**config.mk**
```make
export PLATFORM = sky130hd
export DESIGN_NAME = bounded_integer_set_table
export DESIGN_NICKNAME = d
export VERILOG_FILES = /design/src/design/bis_pkg.sv /design/src/design/bis_cell.sv /design/src/design/bounded_integer_set_table.sv
export SDC_FILE = /design/constraint.sdc
export NUM_CORES = 1
export LEC_CHECK = 0
export BUFFER_PORTS_ARGS = -buffer_cell sky130_fd_sc_hd__buf_2
export CORE_UTILIZATION = 45
export DETAILED_ROUTE_END_ITERATION = 7
export PLACE_DENSITY_LB_ADDON = 0.25
export SYNTH_ARGS = -nofsm -noshare
export SYNTH_HDL_FRONTEND = slang
export SYNTH_SLANG_ARGS = --single-unit
```
**constraint.sdc**
```tcl
create_clock -name clk -period 15.1 [get_ports clk]
set_input_delay 2.265 -clock clk [delete_from_list [all_inputs] [get_ports clk]]
set_output_delay 2.265 -clock clk [all_outputs]
set_load 0.005 [all_outputs]
```
**src/design/bis_pkg.sv**
```systemverilog
// Shared constants for the bounded integer set table.
package bis_pkg;

  localparam int DEPTH_DEF = 16;

  localparam int VALUE_W  = 32;
  localparam int ACTION_W = 2;
  localparam int CAP_W    = 5;
  localparam int SLOT_W   = 4;
  localparam int SIZE_W   = 5;

  localparam logic [ACTION_W-1:0] ACT_MEMBER = 2'd0;
  localparam logic [ACTION_W-1:0] ACT_ADD    = 2'd1;
  localparam logic [ACTION_W-1:0] ACT_REMOVE = 2'd2;

  localparam logic [CAP_W-1:0] CAP_RESET = 5'd16;

endpackage

```
**src/design/bis_cell.sv**
```systemverilog
// One entry cell of the set table: holds a word, matches the key, extends the result chain.
module bis_cell #(
  parameter int IW  = 4,
  parameter int IDX = 0
) (
  input  logic                          clk,
  input  logic [bis_pkg::VALUE_W-1:0]   key,
  input  logic                          occupied,
  input  logic                          is_last,
  input  logic                          we,
  input  logic [bis_pkg::VALUE_W-1:0]   wdata,
  input  logic                          hit_i,
  input  logic [IW-1:0]                 hit_idx_i,
  input  logic [bis_pkg::VALUE_W-1:0]   last_data_i,
  output logic                          hit_o,
  output logic [IW-1:0]                 hit_idx_o,
  output logic [bis_pkg::VALUE_W-1:0]   last_data_o
);
  import bis_pkg::*;

  logic [VALUE_W-1:0] entry_r;
  logic               match;

  always_ff @(posedge clk) begin
    if (we) begin
      entry_r <= wdata;
    end
  end

  // Entries are distinct, so at most one cell matches and the chain can merge by OR.
  assign match       = occupied && (entry_r == key);
  assign hit_o       = hit_i | match;
  assign hit_idx_o   = hit_idx_i | (match ? IW'(IDX) : '0);
  assign last_data_o = last_data_i | (is_last ? entry_r : '0);

endmodule

```
**src/design/bounded_integer_set_table.sv**
```systemverilog
// Top level of the bounded integer set table: control, count and the row of entry cells.
//
//   channel   direction  handshake             payload
//   in_       input      in_valid / in_ready   in_action, in_value
//   out_      output     out_valid / out_ready out_found, out_slot, out_changed, out_size
//   cfg_      input      cfg_we                cfg_wdata (capacity)
//
// An item is captured in ST_IDLE, and in ST_EXEC every cell compares the key
// and the store and count update. The result sits in an output register; the next item
// is taken while it waits. If that register is still full when a result is ready, the
// update holds until the result is transferred. Reset clears the count and restores the
// capacity to 16; entry words are never read before they are written.
module bounded_integer_set_table #(
  parameter int DEPTH = bis_pkg::DEPTH_DEF
) (
  input  logic                                clk,
  input  logic                                rst_n,
  input  logic                                in_valid,
  output logic                                in_ready,
  input  logic [bis_pkg::ACTION_W-1:0]        in_action,
  input  logic signed [bis_pkg::VALUE_W-1:0]  in_value,
  output logic                                out_valid,
  input  logic                                out_ready,
  output logic                                out_found,
  output logic [bis_pkg::SLOT_W-1:0]          out_slot,
  output logic                                out_changed,
  output logic [bis_pkg::SIZE_W-1:0]          out_size,
  input  logic                                cfg_we,
  input  logic [bis_pkg::CAP_W-1:0]           cfg_wdata
);
  import bis_pkg::*;

  localparam int IW = (DEPTH > 1) ? $clog2(DEPTH) : 1;
  localparam int CW = $clog2(DEPTH + 1);
  localparam int WW = ((CW > CAP_W) ? CW : CAP_W) + 1;

  typedef enum logic {ST_IDLE, ST_EXEC} state_t;

  state_t              state_r;
  logic [ACTION_W-1:0] action_r;
  logic [VALUE_W-1:0]  key_r;
  logic [CW-1:0]       count_r;
  logic [CAP_W-1:0]    capacity_r;
  logic                out_valid_r;
  logic                out_found_r;
  logic [SLOT_W-1:0]   out_slot_r;
  logic                out_changed_r;
  logic [SIZE_W-1:0]   out_size_r;

  logic               hit_chain [DEPTH+1];
  logic [IW-1:0]      idx_chain [DEPTH+1];
  logic [VALUE_W-1:0] last_chain[DEPTH+1];

  logic               hit;
  logic [IW-1:0]      hit_idx;
  logic [VALUE_W-1:0] last_data;
  logic               out_free;
  logic               commit;
  logic               room;
  logic               do_add;
  logic               do_rm;
  logic [CW-1:0]      count_nxt;
  logic [VALUE_W-1:0] wdata;

  assign hit_chain[0]  = 1'b0;
  assign idx_chain[0]  = '0;
  assign last_chain[0] = '0;

  for (genvar i = 0; i < DEPTH; i++) begin : g_cell
    logic cell_we;
    assign cell_we = (do_add && (count_r == CW'(i))) || (do_rm && (hit_idx == IW'(i)));

    bis_cell #(
      .IW  (IW),
      .IDX (i)
    ) u_cell (
      .clk         (clk),
      .key         (key_r),
      .occupied    (count_r > CW'(i)),
      .is_last     (count_r == CW'(i + 1)),
      .we          (cell_we),
      .wdata       (wdata),
      .hit_i       (hit_chain[i]),
      .hit_idx_i   (idx_chain[i]),
      .last_data_i (last_chain[i]),
      .hit_o       (hit_chain[i+1]),
      .hit_idx_o   (idx_chain[i+1]),
      .last_data_o (last_chain[i+1])
    );
  end

  assign hit       = hit_chain[DEPTH];
  assign hit_idx   = idx_chain[DEPTH];
  assign last_data = last_chain[DEPTH];

  // The effective capacity saturates at the number of cells.
  assign room = (WW'(count_r) < WW'(capacity_r)) && (WW'(count_r) < WW'(DEPTH));

  assign out_free = !out_valid_r || out_ready;
  assign commit   = (state_r == ST_EXEC) && out_free;
  assign do_add   = commit && (action_r == ACT_ADD) && !hit && room;
  assign do_rm    = commit && (action_r == ACT_REMOVE) && hit;
  assign wdata    = do_add ? key_r : last_data;

  always_comb begin
    count_nxt = count_r;
    if (do_add) begin
      count_nxt = count_r + CW'(1);
    end else if (do_rm) begin
      count_nxt = count_r - CW'(1);
    end
  end

  always_ff @(posedge clk) begin
    if (!rst_n) begin
      state_r     <= ST_IDLE;
      count_r     <= '0;
      capacity_r  <= CAP_RESET;
      out_valid_r <= 1'b0;
    end else begin
      if (cfg_we) begin
        capacity_r <= cfg_wdata;
      end
      // A new result in the same cycle keeps the output register full.
      if (out_valid_r && out_ready && !commit) begin
        out_valid_r <= 1'b0;
      end
      unique case (state_r)
        ST_IDLE: begin
          if (in_valid) begin
            action_r <= in_action;
            key_r    <= in_value;
            state_r  <= ST_EXEC;
          end
        end
        ST_EXEC: begin
          if (out_free) begin
            count_r       <= count_nxt;
            out_valid_r   <= 1'b1;
            out_found_r   <= hit;
            out_changed_r <= do_add || do_rm;
            out_size_r    <= SIZE_W'(count_nxt);
            if (do_add) begin
              out_slot_r <= SLOT_W'(count_r);
            end else if (hit) begin
              out_slot_r <= SLOT_W'(hit_idx);
            end else begin
              out_slot_r <= '0;
            end
            state_r <= ST_IDLE;
          end
        end
        default: state_r <= ST_IDLE;
      endcase
    end
  end

  assign in_ready    = (state_r == ST_IDLE);
  assign out_valid   = out_valid_r;
  assign out_found   = out_found_r;
  assign out_slot    = out_slot_r;
  assign out_changed = out_changed_r;
  assign out_size    = out_size_r;

endmodule
```
==> impl_metrics.json <==
{
  "grt_pass1_vias": 18575,
  "leakagePower_nw": 9.797,
  "netlist.area_leader.share": 0.6116,
  "synth_edf_count": 557,
  "startpoint_type": "register",
  "reg2reg_to": "g_cell[14].u_cell.entry_r[5]$_DFFE_PP_",
  "h-tree-depth": 2,
  "worst-path-max-fanout": 49,
  "post_cts_buffers": 0,
  "antenna_found_initial": 7,
  "areaGrowthSynthToFinish_pct": 11.35,
  "cts_num_sinks": 569,
  "clockBufferDepth": 3,
  "fin_area_um2": 30450,
  "clk_pin_slew_ns": 0.06,
  "synth_cell_type_count": 62,
  "ys.flop_type": "edfxtp_1",
  "critPathLaunch": "key_r[12]$_DFFE_PP_",
  "reg2reg_from": "key_r[12]$_DFFE_PP_",
  "cap_violations": 1,
  "grt_max_degree": 50,
  "slew_violations": 2,
  "portBuffers": 56,
  "syn_inst": 2000,
  "postCtsHoldBufs": 0,
  "syn_area_per_cell_um2": 13.67,
  "arrival_ns": 5.97,
  "cts_tree": "built",
  "nets": 2088,
  "yosysMostFrequentCell": "edfxtp_1",
  "drc": 0,
  "netlist_area_um2": 27350,
  "finalSetupViolations": 0,
  "ys_seq_elements": 569,
  "drtPass1Iterations": 6,
  "layoutNonFillerInstCount": 2861,
  "yosysTopAreaCell": "edfxtp_1",
  "start_util": 0.4540,
  "core-area_um2": 60250,
  "die_h_um": 248.5,
  "worstSetupEndpoint": "g_cell[14].u_cell.entry_r[5]$_DFFE_PP_",
  "cpPeakStageDelay_ns": 1.24,
  "track_usage": 0.3800,
  "finalCriticalPeriod_ns": 5.719,
  "grt_pass1_wl_mm": 159.6,
  "synthArstFlopShare": 0,
  "wirelength_mm": 119.1,
  "path_cells": "xor2_1 > nor4_1 > nand4_1 > and4_1 > and2_1 > nand3_2 > buf_4 > nor2_1 > a41oi_1",
  "post_cts_resized": 0,
  "hp-class": "register to register",
  "wl_per_cell_um": 41.64,
  "antenna_left": 0,
  "status": "finished with violations",
  "vdd_drop_max_mv": 0.09578,
  "crit_required_ns": 15.35,
  "power_mw": 3.558,
  "gp_congestion": 1.125,
  "end_kind": "register",
  "dp_cells": 2754,
  "fillers": 5098,
  "finalHoldViolations": 0,
  "die_w_um": 248.5,
  "dr_total_vias": 19942,
  "dieArea_um2": 61760,
  "overflow": 0,
  "powerDensity_nw_per_um2": 116.9,
  "ys_top_cells_by_count": "edfxtp_1 (557), xor2_1 (269), xnor2_1 (243)",
  "yosysSeqAreaShare": 0.6204,
  "first_iter_violations": 4006,
  "drive_gt1_frac": 0.1210,
  "core.rowCount": 90,
  "worst_pin_slew_ns": 1.599,
  "violations": "capacitance limit, slew limit",
  "reg2reg_slack_ns": 9.38,
  "clk_latency_ns": 0.66,
  "grt_setup_unrepaired": "no",
  "ys_warn_count": 0,
  "netlist_top_cells_area": "edfxtp_1 (61%), xor2_1 (8.6%), xnor2_1 (7.8%)",
  "holdPathStages": 2,
  "dp_hpwl_mm": 80.94,
  "synth_nets": 2054,
  "finalCritPeriodShare": 0.3787,
  "root_buffer": "clkbuf_16",
  "ff2ff_path_depth": 9,
  "tns_ns": 0,
  "cts_buffers": 60,
  "clock.fmax_ghz": 0.1749,
  "postLayoutCoreUtil": 0.5055,
  "dpl_cell_area_um2": 28530,
  "fin_skew_ns": 0.02464,
  "criticalPathCategory": "register to register",
  "slew_headroom": -0.07566,
  "io_pins": 57,
  "critPathSlowestCell": "nor4_1",
  "routed_via_density": 6.970
}
==> layer usage <==
metal  part of all wire  routed length, um  track usage  vias up
li1                   -                  -            -     7722
met3               0.15              17690       0.1304      415
met1               0.35              41710       0.4851     9961
met5            0.00045                 54            0        -
met2               0.42              49850       0.5466     1836
met4              0.082               9817       0.2554        8
==> worst max-delay path, delay by kind of cell, from the launching register on <==
kind,cells,cell delay (ns)
AO/OA/AOI/OAI,1,1.03
XOR/XNOR,1,0.17
buffers and inverters,1,0.64
flip-flops,1,1.09
AND/OR/NAND/NOR,6,2.32
==> cell usage in the layout, fill, tap and decap left out, drive strengths merged, types with 38 or more instances in the layout <==
cell    Yosys  layout
nor2       89      89
nor3       39      39
clkbuf     52      73
a22oi     149     149
nand3      38      38
nand4      95      95
buf        89     113
edfxtp    557     557
xnor2     243     243
a221oi     49      49
xor2      269     269
a22o       49      49
nor4       76      76
==> power by group <==
| group | switching, mW | leakage [nW] | total [mW] | internal (mW) |
|---|---|---|---|---|
| Clock | 0.631 | 0.925 | 1.47 | 0.838 |
| Sequential | 0.0180 | 5.23 | 1.81 | 1.79 |
| Combinational | 0.211 | 3.64 | 0.279 | 0.0680 |
| Total | 0.860 | 9.80 | 3.56 | 2.70 |
==> kinds of logic (layout without fill, tap and decap cells) <==
kind of cell / after synthesis / after routing / share of synthesized area
flip-flops: 569 / 569 / 0.6204
other: 0 / 4 / 0
buffers and inverters: 157 / 232 / 0.02937
AND/OR/NAND/NOR: 422 / 422 / 0.08693
XOR/XNOR: 512 / 512 / 0.1640
adder cells (fa/ha/maj): 10 / 10 / 0.004575
multiplexers: 13 / 13 / 0.004758
AO/OA/AOI/OAI: 317 / 317 / 0.09004
==> through the flow <==
stage	setup slack [ns]	hold WS, ns
floorplan	9.258	0.4550
global placement	9.542	0.4805
detailed placement	9.535	0.4887
CTS	9.591	0.5036
global route	9.320	0.5187
finish	9.381	0.5019
==> state kept, by name, indices dropped and copies added (netlist names), 2 cells and up <==
signal	flops
capacity_r	5
out_slot	4
out_size	5
action_r	2
g_cell.u_cell.entry_r	512
count_r	5
key_r	32
==> layout make-up <==
class | count | area (um2) | area share
Sequential cell | 569 | 16970 | 0.5572
Inverter | 16 | 60.06 | 0.001972
Clock inverter | 30 | 339.1 | 0.01113
Multi-Input combinational cell | 1274 | 9818 | 0.3224
Tap cell | 782 | 978.4 | 0.03213
Antenna cell | 4 | 10.01 | 0.0003287
Clock buffer | 73 | 1572 | 0.05161
Timing Repair Buffer | 113 | 708.2 | 0.02326
==> how the worst min path moves through the flow <==
stage | startpoint | end | slack, ns
2_1_floorplan | capacity_r[0]$_SDFFE_PN0P_ | capacity_r[0]$_SDFFE_PN0P_ | 0.45
3_3_place_gp | capacity_r[1]$_SDFFE_PN0P_ | capacity_r[1]$_SDFFE_PN0P_ | 0.48
3_5_place_dp | capacity_r[1]$_SDFFE_PN0P_ | capacity_r[1]$_SDFFE_PN0P_ | 0.49
4_1_cts | capacity_r[1]$_SDFFE_PN0P_ | capacity_r[1]$_SDFFE_PN0P_ | 0.50
5_1_grt | capacity_r[1]$_SDFFE_PN0P_ | capacity_r[1]$_SDFFE_PN0P_ | 0.52
6_report | capacity_r[1]$_SDFFE_PN0P_ | capacity_r[1]$_SDFFE_PN0P_ | 0.50
Power figures use the tool's default switching activity.
